File: config.mk
export PLATFORM = sky130hd
export DESIGN_NAME = rgb_led_pwm_mode_driver_unit
export DESIGN_NICKNAME = d
export VERILOG_FILES = /design/src/rlpd_pkg.sv /design/src/rlpd_timing.sv /design/src/rlpd_levels.sv /design/src/rgb_led_pwm_mode_driver_unit.sv
export SDC_FILE = /design/constraint.sdc
export NUM_CORES = 1
export LEC_CHECK = 0
export ABC_AREA = 1
export BUFFER_PORTS_ARGS = -buffer_cell sky130_fd_sc_hd__buf_2
export CAP_MARGIN = 30
export CORE_MARGIN = 4
export CORE_UTILIZATION = 45
export CTS_CLUSTER_SIZE = 40
export DETAILED_ROUTE_END_ITERATION = 8
export GPL_TIMING_DRIVEN = 0
export PLACE_DENSITY = 0.59
export SLEW_MARGIN = 5
export SYNTH_ARGS = -nofsm -noshare
export SYNTH_HDL_FRONTEND = slang
export SYNTH_HIERARCHICAL = 1
export SYNTH_SLANG_ARGS = --single-unit
File: constraint.sdc
create_clock -name clk -period 3.1 [get_ports clk]
set_clock_uncertainty 0.2 [all_clocks]
set_input_delay 0.31 -clock clk [delete_from_list [all_inputs] [get_ports clk]]
set_output_delay 0.31 -clock clk [all_outputs]
set_load 0.02 [all_outputs]
File: src/rlpd_pkg.sv
// ----------------------------------------------------------------------------
// rlpd_pkg
// Types and constants shared by the RGB LED PWM mode driver.
// ----------------------------------------------------------------------------
`timescale 1ns / 1ps
`default_nettype none

package rlpd_pkg;

  localparam int unsigned LEVEL_W   = 8;
  localparam int unsigned PHASE_W   = 9;
  localparam int unsigned CFG_IDX_W = 2;
  localparam int unsigned CFG_DAT_W = 8;

  localparam logic [LEVEL_W-1:0] LEVEL_MAX  = 8'hFF;
  localparam logic [LEVEL_W-1:0] LEVEL_ZERO = 8'h00;

  typedef enum logic [CFG_IDX_W-1:0] {
    REG_MODE  = 2'd0,
    REG_RED   = 2'd1,
    REG_GREEN = 2'd2,
    REG_BLUE  = 2'd3
  } reg_idx_t;

  typedef enum logic [1:0] {
    MODE_STEADY    = 2'd0,
    MODE_FLASH     = 2'd1,
    MODE_HUE_CYCLE = 2'd2,
    MODE_FALLBACK  = 2'd3
  } mode_t;

  typedef enum logic [2:0] {
    HUE_RED_YELLOW   = 3'd0,
    HUE_YELLOW_GREEN = 3'd1,
    HUE_GREEN_CYAN   = 3'd2,
    HUE_CYAN_BLUE    = 3'd3,
    HUE_BLUE_MAGENTA = 3'd4,
    HUE_MAGENTA_RED  = 3'd5
  } hue_t;

  typedef struct packed {
    logic hue_step;
    logic dark;
  } tick_info_t;

endpackage

`default_nettype wire

File: src/rlpd_timing.sv
// ----------------------------------------------------------------------------
// rlpd_timing
// PWM tick counter, hue step divider and millisecond blink phase.
// ----------------------------------------------------------------------------
`timescale 1ns / 1ps
`default_nettype none

module rlpd_timing
  import rlpd_pkg::*;
#(
  parameter int unsigned BLINK_PERIOD_MS = 500,
  parameter int unsigned BLINK_DARK_MS   = 300,
  parameter int unsigned HUE_STEP_TICKS  = 128
) (
  input  wire logic               clk,
  input  wire logic               rst_n,
  input  wire logic               tick,
  input  wire logic               ms_strobe,
  output logic      [LEVEL_W-1:0] pwm_count,
  output tick_info_t              info
);

  logic [LEVEL_W-1:0] pwm_count_r, pwm_count_nxt;
  logic [LEVEL_W-1:0] hue_div_r, hue_div_nxt;
  logic [PHASE_W-1:0] phase_r, phase_nxt;
  logic [LEVEL_W:0]   hue_div_inc;
  logic [PHASE_W:0]   phase_inc;

  always_comb begin
    pwm_count_nxt = pwm_count_r + 1'b1;
    hue_div_inc   = {1'b0, hue_div_r} + 1'b1;
    if (pwm_count_r == LEVEL_MAX) begin
      hue_div_nxt = '0;
    end else if (hue_div_inc == (LEVEL_W+1)'(HUE_STEP_TICKS)) begin
      hue_div_nxt = '0;
    end else begin
      hue_div_nxt = hue_div_inc[LEVEL_W-1:0];
    end

    phase_inc = {1'b0, phase_r} + 1'b1;
    phase_nxt = phase_r;
    if (ms_strobe) begin
      if (phase_inc >= (PHASE_W+1)'(BLINK_PERIOD_MS)) begin
        phase_nxt = '0;
      end else begin
        phase_nxt = phase_inc[PHASE_W-1:0];
      end
    end

    info.hue_step = (hue_div_nxt == '0);
    info.dark     = ({1'b0, phase_nxt} < (PHASE_W+1)'(BLINK_DARK_MS));
  end

  always_ff @(posedge clk) begin
    if (!rst_n) begin
      pwm_count_r <= '0;
      hue_div_r   <= '0;
      phase_r     <= '0;
    end else if (tick) begin
      pwm_count_r <= pwm_count_nxt;
      hue_div_r   <= hue_div_nxt;
      phase_r     <= phase_nxt;
    end
  end

  assign pwm_count = pwm_count_r;

endmodule

`default_nettype wire

File: src/rlpd_levels.sv
// ----------------------------------------------------------------------------
// rlpd_levels
// Configuration registers, mode handling and current PWM levels.
// ----------------------------------------------------------------------------
`timescale 1ns / 1ps
`default_nettype none

module rlpd_levels
  import rlpd_pkg::*;
(
  input  wire logic                 clk,
  input  wire logic                 rst_n,
  input  wire logic                 tick,
  input  wire tick_info_t           info,
  input  wire logic                 cfg_we,
  input  wire logic [CFG_IDX_W-1:0] cfg_idx,
  input  wire logic [CFG_DAT_W-1:0] cfg_dat,
  output logic      [LEVEL_W-1:0]   level_red,
  output logic      [LEVEL_W-1:0]   level_green,
  output logic      [LEVEL_W-1:0]   level_blue
);

  mode_t              mode_r, mode_nxt;
  hue_t               hue_r, hue_nxt;
  logic [LEVEL_W-1:0] set_red_r, set_red_nxt;
  logic [LEVEL_W-1:0] set_green_r, set_green_nxt;
  logic [LEVEL_W-1:0] set_blue_r, set_blue_nxt;
  logic [LEVEL_W-1:0] lvl_red_r, lvl_red_nxt;
  logic [LEVEL_W-1:0] lvl_green_r, lvl_green_nxt;
  logic [LEVEL_W-1:0] lvl_blue_r, lvl_blue_nxt;

  always_comb begin
    mode_nxt      = mode_r;
    hue_nxt       = hue_r;
    set_red_nxt   = set_red_r;
    set_green_nxt = set_green_r;
    set_blue_nxt  = set_blue_r;
    lvl_red_nxt   = lvl_red_r;
    lvl_green_nxt = lvl_green_r;
    lvl_blue_nxt  = lvl_blue_r;

    if (tick) begin
      unique case (mode_r)
        MODE_STEADY: begin
          lvl_red_nxt   = set_red_r;
          lvl_green_nxt = set_green_r;
          lvl_blue_nxt  = set_blue_r;
        end
        MODE_FLASH: begin
          lvl_red_nxt   = info.dark ? LEVEL_ZERO : set_red_r;
          lvl_green_nxt = info.dark ? LEVEL_ZERO : set_green_r;
          lvl_blue_nxt  = info.dark ? LEVEL_ZERO : set_blue_r;
        end
        MODE_HUE_CYCLE: begin
          if (info.hue_step) begin
            unique case (hue_r)
              HUE_RED_YELLOW: begin
                if (lvl_green_r != LEVEL_MAX) lvl_green_nxt = lvl_green_r + 1'b1;
                else hue_nxt = HUE_YELLOW_GREEN;
              end
              HUE_YELLOW_GREEN: begin
                if (lvl_red_r != LEVEL_ZERO) lvl_red_nxt = lvl_red_r - 1'b1;
                else hue_nxt = HUE_GREEN_CYAN;
              end
              HUE_GREEN_CYAN: begin
                if (lvl_blue_r != LEVEL_MAX) lvl_blue_nxt = lvl_blue_r + 1'b1;
                else hue_nxt = HUE_CYAN_BLUE;
              end
              HUE_CYAN_BLUE: begin
                if (lvl_green_r != LEVEL_ZERO) lvl_green_nxt = lvl_green_r - 1'b1;
                else hue_nxt = HUE_BLUE_MAGENTA;
              end
              HUE_BLUE_MAGENTA: begin
                if (lvl_red_r != LEVEL_MAX) lvl_red_nxt = lvl_red_r + 1'b1;
                else hue_nxt = HUE_MAGENTA_RED;
              end
              HUE_MAGENTA_RED: begin
                if (lvl_blue_r != LEVEL_ZERO) lvl_blue_nxt = lvl_blue_r - 1'b1;
                else hue_nxt = HUE_RED_YELLOW;
              end
              default: hue_nxt = HUE_RED_YELLOW;
            endcase
          end
        end
        default: mode_nxt = MODE_STEADY;
      endcase
    end

    if (cfg_we) begin
      unique case (reg_idx_t'(cfg_idx))
        REG_MODE: begin
          mode_nxt = mode_t'(cfg_dat[1:0]);
          if (mode_t'(cfg_dat[1:0]) == MODE_HUE_CYCLE) begin
            lvl_red_nxt   = LEVEL_MAX;
            lvl_green_nxt = LEVEL_ZERO;
            lvl_blue_nxt  = LEVEL_ZERO;
          end
        end
        REG_RED:   set_red_nxt   = cfg_dat;
        REG_GREEN: set_green_nxt = cfg_dat;
        REG_BLUE:  set_blue_nxt  = cfg_dat;
        default: ;
      endcase
    end
  end

  always_ff @(posedge clk) begin
    if (!rst_n) begin
      mode_r      <= MODE_STEADY;
      hue_r       <= HUE_RED_YELLOW;
      set_red_r   <= '0;
      set_green_r <= '0;
      set_blue_r  <= '0;
      lvl_red_r   <= '0;
      lvl_green_r <= '0;
      lvl_blue_r  <= '0;
    end else begin
      mode_r      <= mode_nxt;
      hue_r       <= hue_nxt;
      set_red_r   <= set_red_nxt;
      set_green_r <= set_green_nxt;
      set_blue_r  <= set_blue_nxt;
      lvl_red_r   <= lvl_red_nxt;
      lvl_green_r <= lvl_green_nxt;
      lvl_blue_r  <= lvl_blue_nxt;
    end
  end

  assign level_red   = lvl_red_r;
  assign level_green = lvl_green_r;
  assign level_blue  = lvl_blue_r;

endmodule

`default_nettype wire

File: src/rgb_led_pwm_mode_driver_unit.sv
// Latency: the result of an item is valid in the cycle after it is accepted.
// Throughput: one item per cycle while out_ready is high, set by the single output register stage.
// Reset: synchronous active-low rst_n clears counters, levels, mode and colors
// to zero and empties the output register; no clearing pass is needed.
// ----------------------------------------------------------------------------
// rgb_led_pwm_mode_driver_unit
// Three-channel PWM LED driver with solid, blink and rainbow modes.
// ----------------------------------------------------------------------------
`timescale 1ns / 1ps
`default_nettype none

module rgb_led_pwm_mode_driver_unit
  import rlpd_pkg::*;
#(
  parameter int unsigned BLINK_PERIOD_MS = 500,
  parameter int unsigned BLINK_DARK_MS   = 300,
  parameter int unsigned HUE_STEP_TICKS  = 128
) (
  input  wire logic                 clk,
  input  wire logic                 rst_n,
  input  wire logic                 in_valid,
  output logic                      in_ready,
  input  wire logic                 in_ms_strobe,
  output logic                      out_valid,
  input  wire logic                 out_ready,
  output logic                      out_led_red,
  output logic                      out_led_green,
  output logic                      out_led_blue,
  input  wire logic                 cfg_valid,
  output logic                      cfg_ready,
  input  wire logic [CFG_IDX_W-1:0] cfg_index,
  input  wire logic [CFG_DAT_W-1:0] cfg_data
);

  logic               tick;
  logic [LEVEL_W-1:0] pwm_count;
  logic [LEVEL_W-1:0] level_red, level_green, level_blue;
  tick_info_t         info;
  logic               out_valid_r, out_valid_nxt;
  logic               red_r, green_r, blue_r;

  assign in_ready  = !out_valid_r || out_ready;
  assign tick      = in_valid && in_ready;
  assign cfg_ready = 1'b1;

  rlpd_timing #(
    .BLINK_PERIOD_MS (BLINK_PERIOD_MS),
    .BLINK_DARK_MS   (BLINK_DARK_MS),
    .HUE_STEP_TICKS  (HUE_STEP_TICKS)
  ) u_timing (
    .clk       (clk),
    .rst_n     (rst_n),
    .tick      (tick),
    .ms_strobe (in_ms_strobe),
    .pwm_count (pwm_count),
    .info      (info)
  );

  rlpd_levels u_levels (
    .clk         (clk),
    .rst_n       (rst_n),
    .tick        (tick),
    .info        (info),
    .cfg_we      (cfg_valid),
    .cfg_idx     (cfg_index),
    .cfg_dat     (cfg_data),
    .level_red   (level_red),
    .level_green (level_green),
    .level_blue  (level_blue)
  );

  always_comb begin
    out_valid_nxt = out_valid_r;
    if (tick) begin
      out_valid_nxt = 1'b1;
    end else if (out_ready) begin
      out_valid_nxt = 1'b0;
    end
  end

  always_ff @(posedge clk) begin
    if (!rst_n) begin
      out_valid_r <= 1'b0;
    end else begin
      out_valid_r <= out_valid_nxt;
    end
  end

  always_ff @(posedge clk) begin
    if (tick) begin
      red_r   <= (pwm_count < level_red);
      green_r <= (pwm_count < level_green);
      blue_r  <= (pwm_count < level_blue);
    end
  end

  assign out_valid     = out_valid_r;
  assign out_led_red   = red_r;
  assign out_led_green = green_r;
  assign out_led_blue  = blue_r;

endmodule

`default_nettype wire

* Word-level counts from Yosys, hierarchy flattened
Index checks and enable logic that the tools add are counted.
** Word-level totals
- Output and inout port bits :: 6
- Logic and storage cells :: 114
- Register bits :: 82
** Operators by class
- Order comparisons :: 5
- Add/sub/neg operators :: 9
- Mux-type cells :: 47
- Equal/unequal tests :: 22
- Reductions and logical operators :: 16
** Operator list (number)
- 8-bit 2-to-1 mux :: 26
- 8-bit one-hot mux with 3 select lines :: 3
- 8-bit one-hot mux with 2 select lines :: 3
- 8-bit by 1-bit adder with 8-bit output (second input constant) :: 4
- 8-bit less-than comparator :: 3
- 8-bit inequality test (second input constant) :: 3
- 8-bit nonzero test :: 3
- 8-bit by 1-bit subtractor with 8-bit output (second input constant) :: 3
- 3-bit 2-to-1 mux :: 6
- 9-bit 2-to-1 mux :: 2
- 3-bit one-hot mux with 6 select lines :: 1
- 2-bit inequality test (second input constant) :: 6
- 9-bit by 1-bit adder with 10-bit output (second input constant) :: 1
- 10-bit by 9-bit greater-or-equal comparator with 1-bit output (second input constant) :: 1
- 8-bit by 1-bit adder with 9-bit output (second input constant) :: 1
- 9-bit by 8-bit == test with 1-bit output (second input constant) :: 1
- 9-bit less-than comparator (second input constant) :: 1
- 9-bit AND reduction :: 1
- 2-bit == test (second input constant) :: 4
- 8-bit == test (second input constant) :: 1
- 8-bit logical NOT :: 1
- 2-bit 2-to-1 mux :: 4
- 3-bit by 2-bit == test with 1-bit output (second input constant) :: 2
- 3-bit == test (second input constant) :: 2
- 11 further kinds :: 16

* Longest topological paths before layout
- Depth in word-level cells :: 11
- Gate-level depth with buffers :: 20
- Mapped depth without buffers :: 19

* By module
The synthesis kept the hierarchy.
** Modules (own cells, without submodules)
- rlpd_levels :: cells an instance 606, times used 1, area each 3854.9 um^2, sequential area each 1061.0 um^2
- rlpd_timing :: cells an instance 233, times used 1, area each 1586.5 um^2, sequential area each 500.5 um^2
- rgb_led_pwm_mode_driver_unit :: cells an instance 102, times used 1, area each 700.7 um^2, sequential area each 110.1 um^2

* Worst setup path after synthesis
No wires, ideal clock.
- Kind :: register to register
- Start point :: register u_timing.hue_div_r[0]
- End point :: register u_levels.lvl_red_r[5], in the netlist u_levels/level_red[5]
- Buffers on the path :: 1
- Stages on the path, launching flop included :: 19
- Period minus slack after synthesis :: 2.560 ns
- Required time :: 2.833 ns
- Slack :: 0.540 ns
- Arrival time :: 2.293 ns
- Path through :: dfxtp_1 > ha_1 > nand3_1 > nor3_2 > xor2_1 > nor2_1 > nand2_2 > nand3b_2 > nand3_1 > nor2_1 > clkbuf_8 > inv_1 > a21oi_4 > inv_4 > a21oi_1 > nand2_1 > nand2_1 > nand2_1 > a21oi_2
** RTL lines
- from (decl) :: line rlpd_timing.sv:24 : logic [LEVEL_W-1:0] hue_div_r, hue_div_nxt;
- from (signal assigned) :: line rlpd_timing.sv:61 : hue_div_r <= hue_div_nxt;
- to (signal assigned) :: line rlpd_levels.sv:123 : lvl_red_r <= lvl_red_nxt;
- to (decl) :: line rlpd_levels.sv:28 : logic [LEVEL_W-1:0] lvl_red_r, lvl_red_nxt;

==> results.md <==
* Status: complete, no violations
* CP Cell Sequence: ha_1 > nand3_2 > xor2_2 > nand4_1 > nor2_1 > nand2_2 > nand4_1 > nand3_1 > nor2_2 > buf_8 > inv_1 > a21oi_4 > buf_12 > nand3_2 > nand2_1 > nand2_1 > nand2_1 > nand2_1 > nand2_1 > a21oi_1
* WS Path Type: reg2reg
* Yosys warning total at 6
* Worst VDD drop at 0.238 mV
* Leading cell type in the layout, fill and taps excluded: nand2_1
* Multi-input logic area at 0.00382 mm2
* Mapped Nets at 992
* CP max FO at 9
* Final Wtd Congestion at 0.894
* Pin count of the biggest net entering global routing at 18
* Sink Count at 82
* Hold Crit Class: in2reg
* Worst EP required at 3.13 ns
* CP Buf/Inv Count at 3
* Slew HR at 0.479
* R2R Path Start: u_timing/hue_div_r[0]
* Post-layout nets at 1,025
* TritonCTS clock tree: yes
* Vias at 6,009
* Filler Cells Inserted at 1,408
* Die Ht at 125 um
* Iteration-0 DRC Markers at 486
* Antenna violation net count after detailed routing at 0
* P_leak at 2.89 nW
* Final setup vio count at 0
* Seq/Total Area, Yosys at 0.272
* #FFs+latches synth at 82
* Final instance area at 0.00681 mm2
* Layout cells sized above 1 at 0.137
* Pwr dens at 396 mW/mm2
* Total die area at 0.0156 mm2
* Top cell by count, worst path: nand2_1
* Max Slew Vio Count at 0
* Slowest stage delay, CP at 0.37 ns
* Initial antenna violation count at 0
* Critical Path Sink Type: flop
* Distinct cells, synth at 45
* Cells on Worst Hold Path at 3
* Cell row count at 42
* WL final at 15,900 um
* Most frequent cells in the layout: nand2_1, inv_1, nor2_1, o21ai_0, a21oi_1
* I/O Buffers at 20
* Total GRT Usage at 0.207
* Reg-to-Reg End: u_levels/level_red[1]
* Post-layout min period at 2.86 ns
* Num CTS Buffers at 9
* Worst-path clk slew at 0.08 ns
* # placed instances at 1,137
* CP Data Arrival Time at 2.89 ns
* Core Area at 0.0133 mm2
* Hold path startpoint: cfg_data[2]
* Die width at 125 um
* Synth Instances at 941
* Worst hold endpoint: u_levels/set_red_r[2]
* Register-to-Register Path Depth at 20
* Grt ovf at 0
* Syn avg cell area at 6.53 um2
* CTS H-Tree Depth at 3
* Vias/cell at 5.20
* Layout Cells excl Fill at 1,155
* Hpwl dp at 12,400 um
* P&R area growth vs syn at 10.8%
* Top Ports at 22
* Max_cap viols at 0
* Worst Tran Pin Value at 0.782 ns
* Fin. Hold Viols at 0
* Fmax at 0.350 GHz
* Area after DPL at 0.00646 mm2
* 1st-pass router iterations at 5
* Clk Latency, worst-skew pair at 0.35 ns
* Antenna diodes at 0
* Root Buffer: clkbuf_16
* Crit path launch type: flop
* Slowest stage cell on the critical path: dfxtp_2
* Initial core utilization at 0.462
* DRC at 0
* R2r setup slk at 0.24 ns
* Clk buf depth at 2
* Post-Syn Area at 0.00614 mm2
* Family with the most delay on the worst path: simple AND/OR/NAND/NOR gates
* Tcrit/Tclk final at 0.922
* Register area at 0.00168 mm2
* Vias in the first global route at 5,492
* First-pass GRT wire length at 26,900 um
* WL/cell at 13.8 um
layout make-up:
class | count | area share
clock inverters | 7 | 0.00974
clock buffers | 9 | 0.0331
inverters | 131 | 0.0733
flip-flops and latches | 82 | 0.246
repair buffers | 22 | 0.0191
well taps | 176 | 0.0323
plain buffers | 26 | 0.0252
multi-input cells | 702 | 0.561
through the flow:
step | TNS [ns] | hold WS, ns | setup WS [ns] | utilization | total power [mW]
2_1_floorplan | 0 | 0.224 | 0.540 | - | 1.53
3_3_place_gp | -0.0167 | 0.236 | -0.0167 | 0.486 | 1.66
3_5_place_dp | 0 | 0.239 | 0.00869 | 0.486 | 1.66
4_1_cts | 0 | 0.0156 | 0.0654 | 0.509 | 2.72
5_1_grt | -0.00354 | 0.0419 | -0.00354 | 0.512 | 2.84
6_report | 0 | 0.0305 | 0.243 | 0.512 | 2.69
cells in the mapped netlist:
library cell	n	area share
edfxtp_1	3	0.015
clkbuf_1	12	0.0073
nor3b_1	1	0.0012
xnor2_1	4	0.0057
nand3_1	77	0.063
o21bai_1	2	0.0024
a21boi_0	1	0.0012
a211oi_1	1	0.0012
nor3_2	5	0.0081
inv_1	115	0.070
dlygate4sd1_1	1	0.0014
inv_2	11	0.0067
ha_1	35	0.071
nand2_2	14	0.014
dfxtp_1	79	0.26
inv_4	1	0.0010
clkinv_1	3	0.0018
nand4_1	9	0.0092
buf_6	2	0.0037
conb_1	1	0.00061
nor2_1	91	0.056
nand4_4	1	0.0035
nand2_1	195	0.12
nor2_4	4	0.0073
buf_2	4	0.0033
a21oi_2	12	0.017
o221ai_1	1	0.0014
o21ai_0	85	0.069
a31oi_1	17	0.017
o211ai_1	8	0.0098
a21oi_4	1	0.0026
o21ai_4	2	0.0053
nand3b_2	1	0.0018
buf_4	2	0.0024
nor2_2	7	0.0071
o21ai_1	11	0.0090
xor2_1	9	0.013
clkbuf_8	4	0.0090
buf_1	1	0.00061
nor3_1	9	0.0073
a21oi_1	82	0.067
and3_1	1	0.0010
nand3_2	13	0.021
clkinv_4	1	0.0014
nor3_4	2	0.0053
repair_timing:
item,CTS,global route
hold buffers,1,0
pin swaps,0,2
hold endpoints to repair,1,0
buffers inserted,0,1
resized for setup,1,14
gates cloned,0,0
endpoints found under the setup margin,1,24
report_power, final:
group          internal [mW]  leakage (nW)  switching (mW)  total, mW
sequential              1.12         0.676          0.0680       1.19
combinational          0.160          2.07           0.290      0.450
clock                  0.566         0.138           0.490       1.06
total                   1.85          2.89           0.848       2.69
worst max-delay path by stage:
stage / cells past startpoint / slack (ns) / from / end
floorplan: 18 / 0.54 / u_timing/hue_div_r[0] / u_levels/level_red[5]
global placement: 20 / -0.02 / u_timing/phase_r[1] / u_levels/level_red[2]
detailed placement: 18 / 0.009 / u_timing/phase_r[1] / u_levels/level_red[2]
CTS: 19 / 0.07 / u_timing/hue_div_r[0] / u_levels/level_red[1]
global route: 19 / -0.004 / u_timing/hue_div_r[0] / u_levels/level_red[3]
finish: 20 / 0.24 / u_timing/hue_div_r[0] / u_levels/level_red[1]
state kept, by name, summed over array words and instances (netlist names), 3 cells and up:
register / flops
u_levels/set_green_r: 8
u_levels/level_green: 8
u_levels/set_blue_r: 8
u_timing/phase_r: 9
u_timing/pwm_count: 8
u_levels/set_red_r: 8
u_levels/level_red: 8
u_levels/hue_r: 3
u_levels/level_blue: 8
u_timing/hue_div_r: 8
metal layers:
| layer | share of wire | vias up | GRT usage |
|---|---|---|---|
| met5 | 0 | - | 0 |
| met4 | 0.013 | 0 | 0.0529 |
| met3 | 0.030 | 16 | 0.0326 |
| met2 | 0.43 | 100 | 0.315 |
| met1 | 0.53 | 2710 | 0.304 |
| li1 | - | 3183 | - |
tightest hold or removal path: stages:
cell and delay (ns):
buf_2 0.11, nor2_1 0.05, nor2_1 0.08
cell families after synthesis:
logic type | synth area share
other | 0.000611
AND/OR/NAND/NOR | 0.325
AO/OA/AOI/OAI | 0.204
flip-flops | 0.272
buffers and inverters | 0.109
adder cells (fa/ha/maj) | 0.0713
XOR/XNOR | 0.0185
(Power assumes the default switching activity.)
